**src/hw/rtl/assert_macros.svh**
```systemverilog
// Assertion macros used by the walk controller of the implicit tree insert block.
// Depends on a clock named clk and an active-low reset named arst_n in scope.
`ifndef ASSERT_MACROS_SVH
`define ASSERT_MACROS_SVH

// Checks a property at every rising clock edge outside reset.
`define ASSERT_CLK(label, prop, msg) \
	label: assert property (@(posedge clk) disable iff (!arst_n) (prop)) \
		else $error(msg);

// Checks an implication whose consequent is checked in the cycle after the antecedent.
`define ASSERT_NEXT(label, ante, cons, msg) \
	label: assert property (@(posedge clk) disable iff (!arst_n) (ante) |=> (cons)) \
		else $error(msg);

`endif

```
**src/hw/rtl/ibst_pkg.sv**
```systemverilog
// Package for the implicit tree insert block: sizes, status codes and the
// memory request type. No dependencies.
package ibst_pkg;

	localparam int LEVELS = 10;
	localparam int ADDR_W = LEVELS;
	localparam int NODE_COUNT = (1 << LEVELS) - 1;
	localparam int VALUE_W = 32;
	localparam int SLOT_W = 10;
	localparam int STATUS_W = 2;

	localparam logic [STATUS_W-1:0] STATUS_INSERTED = 2'd0;
	localparam logic [STATUS_W-1:0] STATUS_DUPLICATE = 2'd1;
	localparam logic [STATUS_W-1:0] STATUS_FULL = 2'd2;

	// One memory entry: occupied flag above the stored value.
	typedef struct packed {
		logic occupied;
		logic signed [VALUE_W-1:0] value;
	} entry_t;

	typedef struct packed {
		logic we;
		logic re;
		logic [ADDR_W-1:0] addr;
		entry_t wdata;
	} mem_req_t;

endpackage

```
**src/hw/rtl/ibst_ctrl.sv**
```systemverilog
// Walk controller: clears the node store after reset, then walks it one level
// per cycle for each insert. Depends on ibst_pkg and assert_macros.svh.
`include "assert_macros.svh"

module ibst_ctrl (
	input logic clk,
	input logic arst_n,
	input logic start,
	input logic signed [ibst_pkg::VALUE_W-1:0] value,
	output logic busy,
	output logic done,
	output logic [ibst_pkg::STATUS_W-1:0] status,
	output logic [ibst_pkg::SLOT_W-1:0] slot,
	output ibst_pkg::mem_req_t req,
	input ibst_pkg::entry_t rdata
);

	localparam logic [1:0] ST_CLEAR = 2'd0;
	localparam logic [1:0] ST_IDLE = 2'd1;
	localparam logic [1:0] ST_WALK = 2'd2;

	logic [1:0] state_q, state_d;
	logic [ibst_pkg::ADDR_W-1:0] clr_q;
	logic [ibst_pkg::ADDR_W-1:0] pos_q, pos_d;
	logic signed [ibst_pkg::VALUE_W-1:0] key_q;
	logic done_q, done_d;
	logic [ibst_pkg::STATUS_W-1:0] status_q, status_d;
	logic [ibst_pkg::SLOT_W-1:0] slot_q, slot_d;
	logic [ibst_pkg::ADDR_W:0] next_pos;

	always_comb begin
		next_pos = {pos_q, 1'b0} + ((key_q < rdata.value) ?
			(ibst_pkg::ADDR_W+1)'(1) : (ibst_pkg::ADDR_W+1)'(2));
	end

	always_comb begin
		req = '0;
		state_d = state_q;
		pos_d = pos_q;
		done_d = 1'b0;
		status_d = status_q;
		slot_d = slot_q;
		case (state_q)
			ST_CLEAR: begin
				req.we = 1'b1;
				req.addr = clr_q;
				if (clr_q == ibst_pkg::ADDR_W'(ibst_pkg::NODE_COUNT - 1)) begin
					state_d = ST_IDLE;
				end
			end
			ST_IDLE: begin
				if (start) begin
					req.re = 1'b1;
					req.addr = '0;
					pos_d = '0;
					state_d = ST_WALK;
				end
			end
			ST_WALK: begin
				if (!rdata.occupied) begin
					req.we = 1'b1;
					req.addr = pos_q;
					req.wdata.occupied = 1'b1;
					req.wdata.value = key_q;
					done_d = 1'b1;
					status_d = ibst_pkg::STATUS_INSERTED;
					slot_d = ibst_pkg::SLOT_W'(pos_q);
					state_d = ST_IDLE;
				end else if (rdata.value == key_q) begin
					done_d = 1'b1;
					status_d = ibst_pkg::STATUS_DUPLICATE;
					slot_d = ibst_pkg::SLOT_W'(pos_q);
					state_d = ST_IDLE;
				end else if (next_pos >= (ibst_pkg::ADDR_W+1)'(ibst_pkg::NODE_COUNT)) begin
					done_d = 1'b1;
					status_d = ibst_pkg::STATUS_FULL;
					slot_d = '0;
					state_d = ST_IDLE;
				end else begin
					req.re = 1'b1;
					req.addr = next_pos[ibst_pkg::ADDR_W-1:0];
					pos_d = next_pos[ibst_pkg::ADDR_W-1:0];
				end
			end
			default: begin
				state_d = ST_IDLE;
			end
		endcase
	end

	always_ff @(posedge clk or negedge arst_n) begin
		if (!arst_n) begin
			state_q <= ST_CLEAR;
			clr_q <= '0;
			done_q <= 1'b0;
		end else begin
			state_q <= state_d;
			done_q <= done_d;
			if (state_q == ST_CLEAR) begin
				clr_q <= clr_q + 1'b1;
			end
		end
	end

	always_ff @(posedge clk) begin
		pos_q <= pos_d;
		status_q <= status_d;
		slot_q <= slot_d;
		if (state_q == ST_IDLE && start) begin
			key_q <= value;
		end
	end

	assign busy = (state_q != ST_IDLE);
	assign done = done_q;
	assign status = status_q;
	assign slot = slot_q;

	`ASSERT_CLK(a_no_rw_clash, !(req.we && req.re), "memory read and write in one cycle")
	`ASSERT_NEXT(a_start_walks, state_q == ST_IDLE && start, state_q == ST_WALK,
		"accepted transaction did not start a walk")
	`ASSERT_CLK(a_full_slot_zero, !done_q || status_q != ibst_pkg::STATUS_FULL || slot_q == '0,
		"full result with a nonzero slot")
	`ASSERT_CLK(a_no_result_in_clear, !(state_q == ST_CLEAR && done_q),
		"result during the clearing pass")

endmodule

```
**config.mk**
```make
export PLATFORM = sky130hd
export DESIGN_NAME = ibst_ctrl
export DESIGN_NICKNAME = d
export VERILOG_FILES = /design/src/hw/rtl/ibst_pkg.sv /design/src/hw/rtl/ibst_ctrl.sv
export VERILOG_INCLUDE_DIRS = /design/src /design/src/hw/rtl
export SDC_FILE = /design/constraint.sdc
export NUM_CORES = 1
export LEC_CHECK = 0
export BUFFER_PORTS_ARGS = -buffer_cell sky130_fd_sc_hd__buf_2
export CAP_MARGIN = 20
export CORE_ASPECT_RATIO = 1.75
export CORE_MARGIN = 5
export CORE_UTILIZATION = 55
export DETAILED_ROUTE_END_ITERATION = 8
export GPL_TIMING_DRIVEN = 0
export PLACE_DENSITY_LB_ADDON = 0.12
export SYNTH_ARGS = -nofsm -noshare
export SYNTH_HDL_FRONTEND = slang
export SYNTH_SLANG_ARGS = --single-unit
```
**constraint.sdc**
```tcl
create_clock -name clk -period 19.15 [get_ports clk]
set_input_delay 3.83 -clock clk [delete_from_list [all_inputs] [get_ports clk]]
set_output_delay 3.83 -clock clk [all_outputs]
set_load 0.01 [all_outputs]
```
==> summary.md, run 1 <==
| Metric | Value |
|---|---|
| Worst reg2reg endpoint | state_q[0] |
| Die Width | approximately 74 um |
| Crit path buffers/inverters | 4 |
| Std-Cell Rows | 40 |
| Worst hold slack across all endpoints | approximately 0.5 ns |
| Nature of the critical path startpoint | primary input |
| FF+latch count, synth | 67 |
| Summed negative setup slack over all endpoints | 0 ns |
| GR Overflow Total | 0 |
| Max frequency | between 80 and 90 MHz |
| Total DRC errors in the routed layout | 0 |
| Average routed wire per standard cell | 16.30 um |
| Hold buffers post-CTS | 0 |
| Outcome | completed |
| Vias in the first global route | around 3,200 |
| Proportion of synthesized chip area in sequential cells | 0.4986 |
| Cell family with the largest share of critical-path delay | compound AO/OA/AOI/OAI gates |
| Number of antenna violations at the first check in global routing | 0 |
| Cell at the slowest stage of the critical path | o311ai_4 |
| Root Buffer Master | clkbuf_16 |
| Final weighted congestion in routability-driven placement | 0.8728 |
| Post-synthesis area per instance | 10.97 um^2 |
| Setup crit end kind | output pin |
| Routed via count | ~3,100 |
| Layout overhead on the synthesized area | 26.11% |
| Crit. path cell count | 19 |
| Worst-Margin Slew | ~0.82 ns |
| Class of the most critical setup path | primary input to output pin |
| Top-level port count | around 130 |
| Most common cell after layout, fill and taps aside | buf_2 |
| Maximum resistive drop on vdd | between 0.07 and 0.08 mV |
| Final Skew | just over 0.007 ns |
| Clock transition at the registers of the reported paths | roughly 0.050 ns |
| Last element of the critical path | req[35] |
| Reg2Reg Depth | 16 |
| Pwr dens | between 100 and 150 nW/um^2 |
| Number of endpoints failing setup at the final stage | 0 |
| Initial Utilization | 0.5654 |
| Unrepaired setup endpoints after global routing | false |
| Most frequent cells in the layout | buf_2, edfxtp_1, inv_1, ha_1, and2_1 |
| Biggest cell delay along the critical path | approximately 0.51 ns |
| Area enclosed by the die boundary | approximately 9000 um^2 |
| CTS-repair resized insts | 0 |
| Endpoints failing hold | 0 |
| Rel. slew slack | 0.4551 |
| CP Data Required Time | roughly 15 ns |
| Critical path origin | rdata[19] |
| Final min period | between 10 and 15 ns |
| Synthesized cell area | about 3900 um^2 |
| Cells traversed along the worst timing path | buf_2, inv_1, ha_1, a21oi_1, o21ai_0, a221oi_1, o21ai_0, o21ai_0, inv_1, ha_1, ha_1, xor2_1, nand3b_1, or3_1, or4_4, o311ai_4, nand2_4, a221o_1, buf_2 |
| Half-perimeter wire length of the detailed placement result | 7595 um |
| Largest fanout on the critical path | 10 |
| Number of clock buffers inserted by TritonCTS | 9 |
| Total length of routed wires | roughly 9500 um |
| Number of different library cells in the post-synthesis netlist | 43 |
| Maximum clock insertion buffer count | 2 |
| Fin cells | between 500 and 600 |
| Largest net degree at the start of global routing | 35 |
| Starting DRT DRC Count | about 110 |
| Synthesized netlist cell count | roughly 360 |
| Remaining number of nets flagged by the antenna check after routing | 0 |
| H-tree depth | 3 |
| Max-slew violation total from the final report | 0 |
| Router iterations before antenna repair | 4 |
| Number of nets at the end of the flow | 602 |
| Clock latency on the worst-skew pair | between 0.3 and 0.4 ns |
| Vertical extent of the die | around 120 um |
| Count of inserted antenna diode cells | 0 |
| Number of instances in the placed design | between 500 and 600 |
| Detail-routed via count per cell | about 5.4 |
| First-pass GRT wire length | roughly 15,000 um |
| TritonCTS Sinks | between 60 and 70 |
| Crit Reg-Reg Startpoint | key_q[19] |
| Floorplan Core Area | 6907 um^2 |
| Max-capacitance violation count | 0 |
| Tot GR Track Use | 0.2186 |
| Worst-case register-to-register setup slack | 14.37 ns |
| Warnings from Yosys | 0 |
| Post-CTS Repair Setup Buffers | 0 |
| Layout cells sized above 1 | 0.2912 |
| Path type of the worst min-delay path | flip-flop to flip-flop |
| Portion of the clock cycle consumed by the worst path in the final layout | 0.6423 |
| TritonCTS clock tree | done |
| CP arrival | ~8.5 ns |
| LEAKAGE | 2.347 nW |
| Quantity of I/O buffers inserted on ports | around 130 |
| Nets in the synthesized netlist | between 400 and 500 |
==> per-layer routing <==
layer,wire length (um),global-route usage,share of wire,vias up
li1,-,-,-,1538
met1,3320,0.2149,0.35,1457
met2,5266,0.4078,0.55,106
met3,658,0.05638,0.069,22
met4,244,0.09977,0.026,0
met5,0,0,0,-
==> sequential cells by signal (all words and copies together), names as in the netlist <==
signal and count:
key_q 32, clr_q 10, pos_q 10, slot 10, state_q 2, status 2
done 1
==> cells in the mapped netlist <==
| cell type | n | share of area |
|---|---|---|
| a2111o_1 | 1 | 0.0029 |
| clkbuf_1 | 8 | 0.0077 |
| a2bb2oi_1 | 1 | 0.0022 |
| a22oi_1 | 1 | 0.0019 |
| a31oi_1 | 2 | 0.0032 |
| o211ai_2 | 1 | 0.0032 |
| ha_1 | 40 | 0.13 |
| o21a_1 | 1 | 0.0019 |
| and2_1 | 38 | 0.061 |
| a221oi_1 | 2 | 0.0045 |
| a221o_1 | 8 | 0.021 |
| or2_2 | 1 | 0.0016 |
| o211ai_1 | 1 | 0.0019 |
| nor4_1 | 1 | 0.0016 |
| o221ai_1 | 1 | 0.0022 |
| mux2i_1 | 1 | 0.0026 |
| nor2_1 | 11 | 0.011 |
| or3_1 | 1 | 0.0016 |
| nand3_1 | 14 | 0.018 |
| xor2_1 | 8 | 0.018 |
| o31ai_1 | 1 | 0.0019 |
| nor3_1 | 3 | 0.0038 |
| a311oi_1 | 1 | 0.0022 |
| nand2b_1 | 3 | 0.0048 |
| nand2_1 | 16 | 0.015 |
| o221a_2 | 1 | 0.0029 |
| a22o_1 | 1 | 0.0022 |
| nand4_1 | 11 | 0.018 |
| a21o_1 | 1 | 0.0019 |
| o311ai_4 | 1 | 0.0067 |
| dfrtp_1 | 13 | 0.083 |
| o2bb2ai_1 | 1 | 0.0022 |
| and3_1 | 1 | 0.0016 |
| xnor2_1 | 9 | 0.020 |
| edfxtp_1 | 54 | 0.42 |
| a21oi_1 | 19 | 0.024 |
| nor4bb_1 | 1 | 0.0026 |
| nand3b_1 | 2 | 0.0038 |
| inv_1 | 44 | 0.042 |
| nor2b_1 | 21 | 0.034 |
| o21ai_0 | 8 | 0.010 |
| or4_4 | 1 | 0.0029 |
| nand2_4 | 1 | 0.0029 |
==> power breakdown <==
part | total [mW] | internal, mW | switching [mW]
Clock | 0.153 | 0.0988 | 0.0542
Combinational | 0.183 | 0.0763 | 0.107
Sequential | 0.235 | 0.203 | 0.0316
Total | 0.571 | 0.378 | 0.193
==> kinds of logic after synthesis <==
logic type	synth area share
and+or+nand+nor	0.1833
buffers and inverters	0.04998
xor gates and xnor gates	0.03813
DFF	0.4986
adders and majority gates	0.1282
AOI/OAI and AO/OA	0.09933
muxes	0.002563
==> per-stage QoR <==
stage / worst slack (ns) / utilization / power, mW / area [um^2]
floorplan: 7.735 / - / 0.3491 / 3905
finish: 6.849 / 0.7130 / 0.5710 / 4925
global placement: 6.866 / 0.6719 / 0.4146 / 4641
global route: 6.540 / 0.7130 / 0.6049 / 4925
CTS: 6.843 / 0.7130 / 0.5754 / 4925
detailed placement: 6.862 / 0.6732 / 0.4206 / 4649
==> area by class of cell <==
| type | count | area, um^2 |
|---|---|---|
| fillers | 559 | 1982 |
| flip-flops and latches | 67 | 1947 |
| multi-input cells | 237 | 1764 |
| repair buffers | 127 | 638.1 |
| clock buffers | 11 | 232.7 |
| inverters | 44 | 165.2 |
| well taps | 84 | 105.1 |
| clock inverters | 4 | 42.54 |
| plain buffers | 8 | 30.03 |
==> how the worst min path moves through the flow <==
stage / from / to / slack [ns] / cells after the start
after floorplan: clr_q[2] / clr_q[2] / 0.46 / 1
after global placement: clr_q[2] / clr_q[2] / 0.49 / 1
final: clr_q[2] / clr_q[2] / 0.50 / 1
after CTS: clr_q[2] / clr_q[2] / 0.50 / 1
after global routing: clr_q[2] / clr_q[2] / 0.51 / 1
after detailed placement: clr_q[2] / clr_q[2] / 0.48 / 1
Power figures use the tool's default switching activity.
==> run 2: changes to the inputs <==
--- a/config.mk
+++ b/config.mk
@@ -10,7 +10,7 @@
 export CAP_MARGIN = 20
 export CORE_ASPECT_RATIO = 1.75
 export CORE_MARGIN = 5
-export CORE_UTILIZATION = 55
+export CORE_UTILIZATION = 46
 export DETAILED_ROUTE_END_ITERATION = 8
 export GPL_TIMING_DRIVEN = 0
 export PLACE_DENSITY_LB_ADDON = 0.12
==> constraint.sdc (replaced) <==
create_clock -name clk -period 10.13 [get_ports clk]
set_input_delay 2.026 -clock clk [delete_from_list [all_inputs] [get_ports clk]]
set_output_delay 2.026 -clock clk [all_outputs]
set_load 0.01 [all_outputs]
==> run 2 against run 1 <==
First-iteration DRC count down 23%; register-to-register slack worse by 9.1 ns; cell area up 1.9%; sequential share of layout area down 0.72 points; power up 97%; worst setup slack worse by 5.5 ns; non-clock buffer count unchanged; clock skew about the same; count of clock-buffer cells in the layout down 1; cell count up 5.5%.
==> summary.md, run 2 (synthesis results as in run 1) <==
| Metric | Value |
|---|---|
| Outcome | completed (unchanged) |
| Tot GR Track Use | 0.1881 (was 0.2186) |
| Most common cell after layout, fill and taps aside | buf_2 (unchanged) |
| Max-slew violation total from the final report | 0 (unchanged) |
| Final weighted congestion in routability-driven placement | 0.8336 (was 0.8728) |
| Remaining number of nets flagged by the antenna check after routing | 0 (unchanged) |
| Clock transition at the registers of the reported paths | 0.05 ns (about the same) |
| Largest fanout on the critical path | 10 (unchanged) |
| Rel. slew slack | 0.4564 (was 0.4551) |
| TritonCTS Sinks | 67 (unchanged) |
| Pre-CTS WS | 1.373 ns (was 6.862 ns) |
| Path type of the worst min-delay path | flip-flop to flip-flop (unchanged) |
| Top reg by flops | key_q (unchanged) |
| Crit path buffers/inverters | 4 (unchanged) |
| Max-capacitance violation count | 0 (unchanged) |
| Number of endpoints failing setup at the final stage | 0 (unchanged) |
| Total DRC errors in the routed layout | 0 (unchanged) |
| Most frequent cells in the layout | buf_2, edfxtp_1, inv_1, ha_1, and2_1 (unchanged) |
| Top-level port count | 127 (unchanged) |
| CTS-repair resized insts | 0 (unchanged) |
| Post-CTS Repair Setup Buffers | 0 (unchanged) |
| Final Skew | 0.007247 ns (was 0.007128 ns) |
| Class of the most critical setup path | primary input to output pin (unchanged) |
| Number of clock buffers inserted by TritonCTS | 9 (unchanged) |
| Std-Cell Rows | 44 (was 40) |
| Hold buffers post-CTS | 0 (unchanged) |
| Average routed wire per standard cell | 15.62 um (was 16.30 um) |
| Maximum resistive drop on vdd | 0.1885 mV (was 0.07961 mV) |
| Portion of the clock cycle consumed by the worst path in the final layout | 0.8646 |
| Count of inserted antenna diode cells | 0 (unchanged) |
| Detail-routed via count per cell | 5.083 (was 5.366) |
| Cells traversed along the worst timing path | buf_2, inv_1, ha_1, a21oi_1, o21ai_0, a221oi_1, o21ai_0, o21ai_0, inv_1, ha_1, ha_1, xor2_1, nand3b_1, or3_1, or4_4, o311ai_4, nand2_4, a221o_1, buf_2 (unchanged) |
| Routed via count | 3,121 (was 3,123) |
| H-tree depth | 3 (unchanged) |
| Root Buffer Master | clkbuf_16 (unchanged) |
| Cell at the slowest stage of the critical path | o311ai_4 (unchanged) |
| Floorplan Core Area | 8313 um^2 (was 6907 um^2) |
| Worst-Margin Slew | 0.8154 ns (was 0.8174 ns) |
| Summed negative setup slack over all endpoints | 0 ns (unchanged) |
| Layout cells sized above 1 | 0.3006 (was 0.2912) |
| Max frequency | 114.2 MHz |
| Endpoints failing hold | 0 (unchanged) |
| Half-perimeter wire length of the detailed placement result | 7781 um (was 7595 um) |
| Final min period | 8.759 ns |
| Total length of routed wires | 9592 um (was 9489 um) |
| Die Width | 79.65 um (was 73.70 um) |
| Initial Utilization | 0.4697 (was 0.5654) |
| Fin util | 0.6034 (was 0.7130) |
| Number of antenna violations at the first check in global routing | 0 (unchanged) |
| Post-route worst setup slack | 1.371 ns (was 6.849 ns) |
| Starting DRT DRC Count | 88 (was 114) |
| CP Data Required Time | 8.10 ns (was 15.32 ns) |
| Vertical extent of the die | 131.9 um (was 121.5 um) |
| Quantity of I/O buffers inserted on ports | 126 (unchanged) |
| Number of nets at the end of the flow | 602 (unchanged) |
| Nature of the critical path startpoint | primary input (unchanged) |
| Worst hold slack across all endpoints | 0.5160 ns (was 0.4984 ns) |
| LEAKAGE | 2.368 nW (was 2.347 nW) |
| CP arrival | 6.73 ns (was 8.47 ns) |
| Largest net degree at the start of global routing | 35 (unchanged) |
| Router iterations before antenna repair | 4 (unchanged) |
| Unrepaired setup endpoints after global routing | false (unchanged) |
| Layout overhead on the synthesized area | 28.45% (was 26.11%) |
| GR Overflow Total | 0 (unchanged) |
| Pwr dens | 224.8 nW/um^2 (was 115.9 nW/um^2) |
| TritonCTS clock tree | done (unchanged) |
| Maximum clock insertion buffer count | 2 (unchanged) |
| Clock latency on the worst-skew pair | 0.33 ns (about the same) |
| Max reg flops | 32 (unchanged) |
| First-pass GRT wire length | 15,120 um (was 14,810 um) |
| Cell family with the largest share of critical-path delay | compound AO/OA/AOI/OAI gates (unchanged) |
| Setup crit end kind | output pin (unchanged) |
| Area enclosed by the die boundary | 10,500 um^2 (was 8951 um^2) |
| Biggest cell delay along the critical path | 0.51 ns (about the same) |
| Vias in the first global route | 3,213 (was 3,234) |
-- run 2: final timing paths --
path	startpoint	endpoint	slack, ns	cells past startpoint
worst max-delay path	rdata[19]	req[35]	1.37	19
worst min-delay path	clr_q[9]	clr_q[9]	0.52	1
worst max register to register	key_q[19]	state_q[0]	5.30	16
worst min register to register	clr_q[9]	clr_q[9]	0.52	1
max in group asynchronous	arst_n	done	8.33	1
min in group asynchronous	arst_n	clr_q[1]	1.57	1
-- run 2: routing by layer --
layer  up-vias  GRT usage  wire length (um)
li1       1540          -                 -
met1      1457     0.1799              3394
met2        98     0.3595              5393
met3        26    0.04378               512
met4         0    0.09082               292
met5         -          0                 0
-- run 2: metrics by stage --
stage	cell area, um^2	std cells	total power [mW]
global route	5016	614	1.194
floorplan	3905	356	0.6599
detailed placement	4688	598	0.7985
CTS	5016	614	1.141
finish	5016	614	1.128
global placement	4679	597	0.7887
-- run 2: final cells by class --
| cell class | count | area (um^2) |
|---|---|---|
| Fill cell | 736 | 3297 |
| Clock inverter | 6 | 88.84 |
| Tap cell | 115 | 143.9 |
| Inverter | 44 | 165.2 |
| Buffer | 8 | 30.03 |
| Multi-Input combinational cell | 237 | 1764 |
| Clock buffer | 10 | 239.0 |
| Timing Repair Buffer | 127 | 638.1 |
| Sequential cell | 67 | 1947 |
-- run 2: report_power, final --
part	leakage [nW]	internal (mW)	total (mW)	switching [mW]
Sequential	0.675	0.384	0.441	0.0578
Combinational	1.54	0.145	0.349	0.205
Clock	0.155	0.222	0.337	0.115
Total	2.37	0.750	1.13	0.378
